File: src/hdl/bdm_pkg.sv
`timescale 1ns / 1ps
// Package for the battery derating monitor: field widths, limits, reset values
// of the threshold registers and the register index codes. No dependencies.
package bdm_pkg;

  localparam int MAX_SENSORS        = 4;
  localparam int NOMINAL_CURRENT_MA = 20000;
  localparam int SPREAD_LIMIT_MV    = 100;
  localparam int VOLT_RES_MV        = 1;
  localparam int TEMP_RES_DC        = 10;
  localparam int MAX_MISSING        = 1;

  localparam int VOLT_W  = 13;
  localparam int TEMP_W  = 12;
  localparam int SUM_W   = 16;
  localparam int LIM_W   = 15;
  localparam int FACT_W  = 17;
  localparam int SEEN_W  = $clog2(MAX_SENSORS + 1);
  localparam int RAMP_W  = 15;
  localparam int DIV_W   = 14;
  localparam int QUO_W   = 16;
  localparam int STEP_W  = $clog2(QUO_W);
  localparam int PROD_W  = 2 * FACT_W;
  localparam int IDX_W   = 3;

  localparam logic [FACT_W-1:0] Q_ONE     = FACT_W'(65536);
  localparam logic [LIM_W-1:0]  LIMIT_MAX = {LIM_W{1'b1}};

  localparam logic [IDX_W-1:0] CFG_VOLT_CRIT_HIGH = 3'd0;
  localparam logic [IDX_W-1:0] CFG_VOLT_WARN_HIGH = 3'd1;
  localparam logic [IDX_W-1:0] CFG_VOLT_WARN_LOW  = 3'd2;
  localparam logic [IDX_W-1:0] CFG_VOLT_CRIT_LOW  = 3'd3;
  localparam logic [IDX_W-1:0] CFG_TEMP_CRIT_HIGH = 3'd4;
  localparam logic [IDX_W-1:0] CFG_TEMP_WARN_HIGH = 3'd5;
  localparam logic [IDX_W-1:0] CFG_TEMP_WARN_LOW  = 3'd6;
  localparam logic [IDX_W-1:0] CFG_TEMP_CRIT_LOW  = 3'd7;

  localparam logic [VOLT_W-1:0]        VOLT_CRIT_HIGH_RST = 13'd4150;
  localparam logic [VOLT_W-1:0]        VOLT_WARN_HIGH_RST = 13'd4100;
  localparam logic [VOLT_W-1:0]        VOLT_WARN_LOW_RST  = 13'd3300;
  localparam logic [VOLT_W-1:0]        VOLT_CRIT_LOW_RST  = 13'd3000;
  localparam logic signed [TEMP_W-1:0] TEMP_CRIT_HIGH_RST = 12'sd500;
  localparam logic signed [TEMP_W-1:0] TEMP_WARN_HIGH_RST = 12'sd400;
  localparam logic signed [TEMP_W-1:0] TEMP_WARN_LOW_RST  = 12'sd50;
  localparam logic signed [TEMP_W-1:0] TEMP_CRIT_LOW_RST  = 12'sd20;

  typedef struct packed {
    logic                     pad;
    logic                     sensor_present;
    logic signed [TEMP_W-1:0] sensor_temp;
    logic [VOLT_W-1:0]        cell_max_mv;
    logic [VOLT_W-1:0]        cell_min_mv;
  } in_data_t;

  typedef struct packed {
    logic                     pad;
    logic                     average_valid;
    logic signed [TEMP_W-1:0] average_temp;
    logic [LIM_W-1:0]         discharge_limit_ma;
    logic [LIM_W-1:0]         charge_limit_ma;
    logic                     safe_changed;
    logic                     safe_to_operate;
    logic                     temperatures_ok;
    logic                     voltages_ok;
  } out_data_t;

endpackage

File: src/hdl/battery_derating_monitor.sv
`timescale 1ns / 1ps
// m_axis_tvalid rises after a voltage transfer or a temperature transfer that closes its group.
// Each 16-step division runs on one shared restoring divider; two at most run.
// Four passes of one shared multiplier follow; one item is in work at a time, so a new transfer
// is taken only once the last result is registered, and a full output register holds the block.
// A temperature transfer that does not close its group gives no result.
// Reset is synchronous: thresholds return to defaults, flags, factors and the group clear.
module battery_derating_monitor (
  input  logic                           clk,
  input  logic                           rst,
  input  logic                           s_axis_tvalid,
  output logic                           s_axis_tready,
  input  logic [39:0]                    s_axis_tdata,  // cell_min_mv, cell_max_mv, sensor_temp, sensor_present
  input  logic                           s_axis_tuser,  // req_type
  input  logic                           s_axis_tlast,
  output logic                           m_axis_tvalid,
  input  logic                           m_axis_tready,
  output logic [47:0]                    m_axis_tdata,  // voltages_ok, temperatures_ok, safe_to_operate,
                                                        // safe_changed, charge_limit_ma,
                                                        // discharge_limit_ma, average_temp, average_valid
  output logic                           m_axis_tuser,  // source_kind
  input  logic                           cfg_we,
  input  logic [bdm_pkg::IDX_W-1:0]      cfg_index,
  input  logic [bdm_pkg::VOLT_W-1:0]     cfg_data
);

  typedef enum logic [2:0] {
    ST_IDLE, ST_SETUP, ST_DIV, ST_MUL0, ST_MUL1, ST_MUL2, ST_MUL3, ST_DONE
  } state_t;

  typedef enum logic [1:0] {JOB_CHG, JOB_DIS, JOB_TMP, JOB_AVG} job_t;

  state_t state;
  job_t   job;

  logic [bdm_pkg::VOLT_W-1:0]        volt_crit_high, volt_warn_high, volt_warn_low, volt_crit_low;
  logic signed [bdm_pkg::TEMP_W-1:0] temp_crit_high, temp_warn_high, temp_warn_low, temp_crit_low;

  logic [bdm_pkg::VOLT_W-1:0]        vmin, vmax;
  logic                              kind;
  logic                              volt_ok, temp_ok, safe_flag, avg_valid;
  logic [bdm_pkg::FACT_W-1:0]        charge_factor, discharge_factor, temp_factor;
  logic signed [bdm_pkg::TEMP_W-1:0] group_min, group_max, average;
  logic signed [bdm_pkg::SUM_W-1:0]  group_sum;
  logic [bdm_pkg::SEEN_W-1:0]        group_missing, group_seen;
  logic                              group_any;
  logic [bdm_pkg::LIM_W-1:0]         charge_ma;

  logic [bdm_pkg::DIV_W-1:0]         rem, divisor;
  logic [bdm_pkg::QUO_W-1:0]         quo;
  logic [bdm_pkg::STEP_W-1:0]        step;
  logic                              avg_neg;
  logic [bdm_pkg::PROD_W-1:0]        prod;

  bdm_pkg::in_data_t  din;
  bdm_pkg::out_data_t dout;
  logic                              accept;

  assign din           = bdm_pkg::in_data_t'(s_axis_tdata);
  assign s_axis_tready = (state == ST_IDLE);
  assign accept        = s_axis_tvalid && s_axis_tready;

  // Input-side checks.
  logic                              volt_ok_in;
  logic signed [bdm_pkg::RAMP_W-1:0] spread;
  logic signed [bdm_pkg::TEMP_W-1:0] t_in;

  assign spread = $signed({2'b00, din.cell_max_mv}) - $signed({2'b00, din.cell_min_mv});
  assign volt_ok_in = (din.cell_max_mv < volt_crit_high) && (din.cell_min_mv > volt_crit_low)
                      && (spread < bdm_pkg::RAMP_W'(bdm_pkg::SPREAD_LIMIT_MV));
  assign t_in = din.sensor_temp;

  // Ramp selection for the current job.
  logic                              in_range;
  logic [bdm_pkg::SEEN_W-1:0]        missing_total, present_cnt;
  logic signed [bdm_pkg::RAMP_W-1:0] num, den;
  logic                              fixed;
  logic [bdm_pkg::FACT_W-1:0]        fixed_val;
  logic                              ramp_zero, ramp_sat, setup_direct;
  logic [bdm_pkg::FACT_W-1:0]        direct_val;
  logic [bdm_pkg::QUO_W-1:0]         sum_mag;

  assign in_range = group_any && (group_max < temp_crit_high) && (group_min > temp_crit_low);
  assign missing_total = group_missing + (bdm_pkg::SEEN_W'(bdm_pkg::MAX_SENSORS) - group_seen);
  assign present_cnt = group_seen - group_missing;
  assign sum_mag = group_sum[bdm_pkg::SUM_W-1] ? bdm_pkg::QUO_W'(-group_sum)
                                               : bdm_pkg::QUO_W'(group_sum);

  always_comb begin
    fixed     = 1'b0;
    fixed_val = '0;
    num       = '0;
    den       = '0;
    unique case (job)
      JOB_CHG: begin
        if (vmax > volt_crit_high) begin
          fixed = 1'b1;
        end else if (vmax >= volt_warn_high) begin
          num = $signed({2'b00, volt_crit_high}) - $signed({2'b00, vmax});
          den = $signed({2'b00, volt_crit_high}) - $signed({2'b00, volt_warn_high})
                + bdm_pkg::RAMP_W'(bdm_pkg::VOLT_RES_MV);
        end else begin
          fixed     = 1'b1;
          fixed_val = bdm_pkg::Q_ONE;
        end
      end
      JOB_DIS: begin
        if (vmin < volt_crit_low) begin
          fixed = 1'b1;
        end else if (vmin <= volt_warn_low) begin
          num = $signed({2'b00, vmin}) - $signed({2'b00, volt_crit_low});
          den = $signed({2'b00, volt_warn_low}) - $signed({2'b00, volt_crit_low})
                + bdm_pkg::RAMP_W'(bdm_pkg::VOLT_RES_MV);
        end else begin
          fixed     = 1'b1;
          fixed_val = bdm_pkg::Q_ONE;
        end
      end
      JOB_TMP: begin
        if (!in_range) begin
          fixed = 1'b1;
        end else if (group_max >= temp_warn_high) begin
          num = $signed({{3{temp_crit_high[11]}}, temp_crit_high})
                - $signed({{3{group_max[11]}}, group_max});
          den = $signed({{3{temp_crit_high[11]}}, temp_crit_high})
                - $signed({{3{temp_warn_high[11]}}, temp_warn_high})
                + bdm_pkg::RAMP_W'(bdm_pkg::TEMP_RES_DC);
        end else if (group_min <= temp_warn_low) begin
          num = $signed({{3{group_min[11]}}, group_min})
                - $signed({{3{temp_crit_low[11]}}, temp_crit_low});
          den = $signed({{3{temp_warn_low[11]}}, temp_warn_low})
                - $signed({{3{temp_crit_low[11]}}, temp_crit_low})
                + bdm_pkg::RAMP_W'(bdm_pkg::TEMP_RES_DC);
        end else begin
          fixed     = 1'b1;
          fixed_val = bdm_pkg::Q_ONE;
        end
      end
      default: begin
        fixed = 1'b1;
      end
    endcase
  end

  assign ramp_zero    = (den <= 0) || (num <= 0);
  assign ramp_sat     = (num >= den);
  assign setup_direct = fixed || ramp_zero || ramp_sat;
  assign direct_val   = fixed ? fixed_val : (ramp_zero ? '0 : bdm_pkg::Q_ONE);

  // Shared restoring divider step.
  logic [bdm_pkg::DIV_W:0]     trial;
  logic                        ge;
  logic [bdm_pkg::DIV_W-1:0]   rem_next;
  logic [bdm_pkg::QUO_W-1:0]   quo_next;
  logic [bdm_pkg::TEMP_W-1:0]  avg_mag;

  assign trial    = {rem, quo[bdm_pkg::QUO_W-1]};
  assign ge       = (trial >= {1'b0, divisor});
  assign rem_next = ge ? bdm_pkg::DIV_W'(trial - {1'b0, divisor}) : trial[bdm_pkg::DIV_W-1:0];
  assign quo_next = {quo[bdm_pkg::QUO_W-2:0], ge};
  assign avg_mag  = quo_next[bdm_pkg::TEMP_W-1:0];

  // Shared multiplier.
  logic [bdm_pkg::FACT_W-1:0] mul_a, mul_b;
  logic [bdm_pkg::LIM_W-1:0]  lim_sat;

  always_comb begin
    mul_a = '0;
    mul_b = '0;
    unique case (state)
      ST_MUL0: begin
        mul_a = charge_factor;
        mul_b = temp_factor;
      end
      ST_MUL2: begin
        mul_a = discharge_factor;
        mul_b = temp_factor;
      end
      ST_MUL1, ST_MUL3: begin
        mul_a = prod[32:16];
        mul_b = bdm_pkg::FACT_W'(bdm_pkg::NOMINAL_CURRENT_MA);
      end
      default: begin
        mul_a = '0;
      end
    endcase
  end

  assign lim_sat = (prod[bdm_pkg::PROD_W-1:16] > (bdm_pkg::PROD_W-16)'(bdm_pkg::LIMIT_MAX))
                   ? bdm_pkg::LIMIT_MAX : prod[16+bdm_pkg::LIM_W-1:16];

  always_comb begin
    dout                    = '0;
    dout.voltages_ok        = volt_ok;
    dout.temperatures_ok    = temp_ok;
    dout.safe_to_operate    = volt_ok && temp_ok;
    dout.safe_changed       = (volt_ok && temp_ok) != safe_flag;
    dout.charge_limit_ma    = charge_ma;
    dout.discharge_limit_ma = lim_sat;
    dout.average_temp       = average;
    dout.average_valid      = avg_valid;
  end

  always_ff @(posedge clk) begin
    if (rst) begin
      state            <= ST_IDLE;
      job              <= JOB_CHG;
      m_axis_tvalid    <= 1'b0;
      volt_ok          <= 1'b0;
      temp_ok          <= 1'b0;
      safe_flag        <= 1'b0;
      charge_factor    <= '0;
      discharge_factor <= '0;
      temp_factor      <= '0;
      group_sum        <= '0;
      group_missing    <= '0;
      group_seen       <= '0;
      group_any        <= 1'b0;
      volt_crit_high   <= bdm_pkg::VOLT_CRIT_HIGH_RST;
      volt_warn_high   <= bdm_pkg::VOLT_WARN_HIGH_RST;
      volt_warn_low    <= bdm_pkg::VOLT_WARN_LOW_RST;
      volt_crit_low    <= bdm_pkg::VOLT_CRIT_LOW_RST;
      temp_crit_high   <= bdm_pkg::TEMP_CRIT_HIGH_RST;
      temp_warn_high   <= bdm_pkg::TEMP_WARN_HIGH_RST;
      temp_warn_low    <= bdm_pkg::TEMP_WARN_LOW_RST;
      temp_crit_low    <= bdm_pkg::TEMP_CRIT_LOW_RST;
    end else begin
      if (cfg_we) begin
        unique case (cfg_index)
          bdm_pkg::CFG_VOLT_CRIT_HIGH: volt_crit_high <= cfg_data;
          bdm_pkg::CFG_VOLT_WARN_HIGH: volt_warn_high <= cfg_data;
          bdm_pkg::CFG_VOLT_WARN_LOW:  volt_warn_low  <= cfg_data;
          bdm_pkg::CFG_VOLT_CRIT_LOW:  volt_crit_low  <= cfg_data;
          bdm_pkg::CFG_TEMP_CRIT_HIGH: temp_crit_high <= $signed(cfg_data[bdm_pkg::TEMP_W-1:0]);
          bdm_pkg::CFG_TEMP_WARN_HIGH: temp_warn_high <= $signed(cfg_data[bdm_pkg::TEMP_W-1:0]);
          bdm_pkg::CFG_TEMP_WARN_LOW:  temp_warn_low  <= $signed(cfg_data[bdm_pkg::TEMP_W-1:0]);
          default:                     temp_crit_low  <= $signed(cfg_data[bdm_pkg::TEMP_W-1:0]);
        endcase
      end

      if (m_axis_tvalid && m_axis_tready && (state != ST_DONE)) begin
        m_axis_tvalid <= 1'b0;
      end

      unique case (state)
        ST_IDLE: begin
          if (accept) begin
            if (!s_axis_tuser) begin
              kind      <= 1'b0;
              vmin      <= din.cell_min_mv;
              vmax      <= din.cell_max_mv;
              volt_ok   <= volt_ok_in;
              avg_valid <= 1'b0;
              average   <= '0;
              job       <= JOB_CHG;
              state     <= ST_SETUP;
            end else begin
              if (group_seen < bdm_pkg::SEEN_W'(bdm_pkg::MAX_SENSORS)) begin
                group_seen <= group_seen + 1'b1;
                if (din.sensor_present) begin
                  if (!group_any || (t_in > group_max)) begin
                    group_max <= t_in;
                  end
                  if (!group_any || (t_in < group_min)) begin
                    group_min <= t_in;
                  end
                  group_any <= 1'b1;
                  group_sum <= group_sum + $signed({{4{t_in[11]}}, t_in});
                end else begin
                  group_missing <= group_missing + 1'b1;
                end
              end
              if (s_axis_tlast) begin
                kind  <= 1'b1;
                job   <= JOB_TMP;
                state <= ST_SETUP;
              end
            end
          end
        end
        ST_SETUP: begin
          if (job == JOB_AVG) begin
            if (group_any) begin
              rem     <= '0;
              quo     <= sum_mag;
              divisor <= bdm_pkg::DIV_W'(present_cnt);
              avg_neg <= group_sum[bdm_pkg::SUM_W-1];
              step    <= '1;
              state   <= ST_DIV;
            end else begin
              average       <= '0;
              group_sum     <= '0;
              group_missing <= '0;
              group_seen    <= '0;
              group_any     <= 1'b0;
              state         <= ST_MUL0;
            end
          end else begin
            if (job == JOB_TMP) begin
              temp_ok   <= in_range && (missing_total <= bdm_pkg::SEEN_W'(bdm_pkg::MAX_MISSING));
              avg_valid <= group_any;
            end
            if (setup_direct) begin
              unique case (job)
                JOB_CHG: begin
                  charge_factor <= direct_val;
                  job           <= JOB_DIS;
                end
                JOB_DIS: begin
                  discharge_factor <= direct_val;
                  state            <= ST_MUL0;
                end
                default: begin
                  temp_factor <= direct_val;
                  job         <= JOB_AVG;
                end
              endcase
            end else begin
              rem     <= num[bdm_pkg::DIV_W-1:0];
              quo     <= '0;
              divisor <= den[bdm_pkg::DIV_W-1:0];
              step    <= '1;
              state   <= ST_DIV;
            end
          end
        end
        ST_DIV: begin
          rem  <= rem_next;
          quo  <= quo_next;
          step <= step - 1'b1;
          if (step == '0) begin
            unique case (job)
              JOB_CHG: begin
                charge_factor <= {1'b0, quo_next};
                job           <= JOB_DIS;
                state         <= ST_SETUP;
              end
              JOB_DIS: begin
                discharge_factor <= {1'b0, quo_next};
                state            <= ST_MUL0;
              end
              JOB_TMP: begin
                temp_factor <= {1'b0, quo_next};
                job         <= JOB_AVG;
                state       <= ST_SETUP;
              end
              default: begin
                average       <= avg_neg ? -$signed(avg_mag) : $signed(avg_mag);
                group_sum     <= '0;
                group_missing <= '0;
                group_seen    <= '0;
                group_any     <= 1'b0;
                state         <= ST_MUL0;
              end
            endcase
          end
        end
        ST_MUL0: begin
          prod  <= mul_a * mul_b;
          state <= ST_MUL1;
        end
        ST_MUL1: begin
          prod  <= mul_a * mul_b;
          state <= ST_MUL2;
        end
        ST_MUL2: begin
          charge_ma <= lim_sat;
          prod      <= mul_a * mul_b;
          state     <= ST_MUL3;
        end
        ST_MUL3: begin
          prod  <= mul_a * mul_b;
          state <= ST_DONE;
        end
        default: begin
          if (!m_axis_tvalid || m_axis_tready) begin
            m_axis_tvalid <= 1'b1;
            m_axis_tdata  <= dout;
            m_axis_tuser  <= kind;
            safe_flag     <= volt_ok && temp_ok;
            state         <= ST_IDLE;
          end
        end
      endcase
    end
  end

endmodule

File: config.mk
export PLATFORM = sky130hd
export DESIGN_NAME = battery_derating_monitor
export DESIGN_NICKNAME = d
export VERILOG_FILES = /design/src/hdl/bdm_pkg.sv /design/src/hdl/battery_derating_monitor.sv
export SDC_FILE = /design/constraint.sdc
export NUM_CORES = 2
export LEC_CHECK = 0
export ABC_CLOCK_PERIOD_IN_PS = 10000
export BUFFER_PORTS_ARGS = -buffer_cell sky130_fd_sc_hd__buf_2
export CORE_UTILIZATION = 55
export DETAILED_ROUTE_END_ITERATION = 16
export GPL_TIMING_DRIVEN = 1
export PLACE_DENSITY = 0.72
export SYNTH_ARGS = -nofsm -noshare
export SYNTH_HDL_FRONTEND = slang
export SYNTH_SLANG_ARGS = --single-unit
export TNS_END_PERCENT = 5
File: constraint.sdc
create_clock -name clk -period 10 [get_ports clk]
set_input_delay 1 -clock clk [delete_from_list [all_inputs] [get_ports clk]]
set_output_delay 1 -clock clk [all_outputs]
set_load 0.01 [all_outputs]
==> flow_summary.toml <==
[synthesis]
yosysMostFrequentCell = "nand2_1"
synth_top_area_share_pct = 16.9
synth_area_leaders = "edfxtp_1 (17%), ha_1 (14%), fa_1 (14%)"
syn_inst = 3903
ys_ff_latch = 377
synth_largest_area_cell = "edfxtp_1"
syn_area_per_cell_um2 = 8.84
ys_top_cells_by_count = "nand2_1 (521), inv_1 (504), ha_1 (396)"
yosysSeqAreaShare_pct = 27.5
synth.distinct_cells = 92
syn_area_um2 = 34500
ys.flop_type = "edfxtp_1"
synth_warnings = 0
synth-edff-count = 194
syn_nets = 4595
ys_async_sr_fraction_pct = 0

[worst_setup_path]
worstPathArrival_ps = 9380
rrSetupSlack_ps = 960
rr_worst_depth = 29
slowest_delay_ps = 610
crit_path_start_kind = "flip-flop"
cp-startpoint = "state[2]$_SDFFE_PP0P_"
worstPathRequired_ps = 10340
worst-path-max-fanout = 17
slowest_stage = "dfxtp_1"
r2r-end = "prod[33]$_DFFE_PP_"
cp-end-kind = "flip-flop"
timing.rr.start = "state[2]$_SDFFE_PP0P_"
path_class = "flip-flop to flip-flop"
critPathBufInv = 7
cpLargestDelayFamily = "adder cells"

[cts]
cts_hold_buf = 0
postCtsSetupRepairBufs = 0
cts-resized-gates = 0
tritoncts = "done"
clockBufferDepth = 3
clkTransAtPathRegs_ps = 60
insertion_delay_ps = 600
htreeDepth = 2
root_buffer = "clkbuf_16"
cts_buffers = 44
clkSinkCount = 377

[power]
peakVddDrop_mv = 0.162
power_density_nw_per_um2 = 136
leakage_nw = 16.7
power.total_mw = 5.09

[grt]
antenna_found_initial = 0
grt_max_degree = 83
grt_pass1_vias = 27467
grt_overflow = 0
grt_use_total_pct = 31.5
grt_pass1_wl_mm = 155

[place]
portBuffers = 111
gp_congestion = 0.986
dp_hpwl_mm = 79.4
pre_cts_slack_ps = 1050

[floorplan]
pin_count = 114
die_w_um = 252
die_area_um2 = 63700
coreArea_um2 = 61800
start_util_pct = 55.8
rows = 91
die_h_um = 252

[sta]
hold_viol = 0
finalWorstSetupSlack_ps = 964
slew_viol_final = 0
setup_viol_count_final = 0
rsz0062_at_grt = "no"
tightest_slew_ps = 1200
fmax_ghz = 0.111
finalClockSkew_ps = 30.8
slew_headroom_pct = 19.5
period_minus_slack_ps = 9040
fin_crit_sh_pct = 90.4
tns_ps = 0

[min_path]
worstHoldStart = "charge_ma[13]$_DFFE_PP_"
hold-path-cell-count = 0
hold_path_class = "flip-flop to flip-flop"
hold-path-endpoint = "m_axis_tdata[17]$_DFFE_PP_"

[detailed_routing]
ant_nets = 0
drc = 0
first_iter_violations = 2408
wl_mm = 99.6
via_count = 28461
drt-pass1-iter-count = 6
viasPerCell = 5.89
wl_per_cell_um = 20.6

[finish]
fillCellCount = 5424
layout-drive-gt1-share_pct = 7.39
syn_to_final_growth_pct = 8.83
nNetsFinal = 4651
antennaDiodeCount = 0

[status]
status = "finished, final reports clean"

[run]
drv_cap = 0
==> metrics by stage <==
stage / hold WS, ps / instances / cell area [µm²] / util, %
2_1_floorplan: 400 / 3903 / 34500 / -
3_3_place_gp: 401 / 4750 / 35900 / 58.1
3_5_place_dp: 405 / 4750 / 35900 / 58.1
4_1_cts: 420 / 4831 / 37500 / 60.7
5_1_grt: 419 / 4831 / 37500 / 60.7
6_report: 418 / 4831 / 37500 / 60.7
==> worst max path at each step <==
stage / endpoint / cells past startpoint
2_1_floorplan: prod[33]$_DFFE_PP_ / 32
3_3_place_gp: prod[33]$_DFFE_PP_ / 29
3_5_place_dp: prod[33]$_DFFE_PP_ / 29
4_1_cts: prod[33]$_DFFE_PP_ / 29
5_1_grt: prod[33]$_DFFE_PP_ / 29
6_report: prod[33]$_DFFE_PP_ / 29
==> metal layers <==
layer  up-vias  track usage [%]  routed length (µm)
li1      13475                -                   -
met1     13688             41.6               42300
met2      1079             52.5               46400
met3       219             4.12                7010
met4         0             11.7                3860
met5         -                0                   0
==> registers in the layout (all words and copies together), names as in the netlist, 14 cells and up <==
signal,count
discharge_factor,17
prod,18
charge_factor,17
quo,16
m_axis_tdata,47
temp_factor,17
rem,14
charge_ma,15
group_sum,16
divisor,14
==> cell type report <==
cell class              instances  area [µm²]  area share [%]
flip-flops and latches        377        9490            25.3
multi-input cells            2873       22600            60.1
clock inverters                24         380            1.01
inverters                     504        1890            5.04
repair buffers                159         918            2.45
well taps                     837        1050            2.79
clock buffers                  57        1240            3.31
==> logic make-up (layout without fill, tap and decap cells) <==
group,count (synthesis),count (layout),share of synthesized area [%]
xor+xnor,158,158,4.01
simple gates,1241,1241,16.3
buf+inv,653,744,7.25
flops,377,377,27.5
fa+ha+maj,629,629,27.9
mux,69,69,2.02
compound gates,775,775,15.0
other cells,1,1,0.0109
==> cell usage in the layout, fill, tap and decap left out, types with 26 or more instances in the layout <==
cell         n
nand2_1    521
buf_4       49
mux2i_1     65
o21ai_0    119
fa_1       233
clkbuf_16   46
a22oi_1     33
xor2_1      63
nand4_1     31
nor2b_1     40
dfxtp_1    182
nor2_1     312
nor3_1      56
a22o_1      37
buf_2      110
inv_1      503
o211ai_1    41
a21o_1      63
a21oi_1    220
xnor2_1     95
ha_1       396
nand2b_1    55
edfxtp_1   194
o21a_1      43
nand3_1     76
a31oi_1     26
==> report_power, final <==
group	switching (mW)	total (mW)	leakage, nW	internal (mW)
clock	0.714	1.81	0.783	1.10
combinational	0.897	1.42	12.7	0.522
sequential	0.122	1.86	3.24	1.74
total	1.73	5.09	16.7	3.36
No activity file was read; power rests on OpenSTA's default activity.
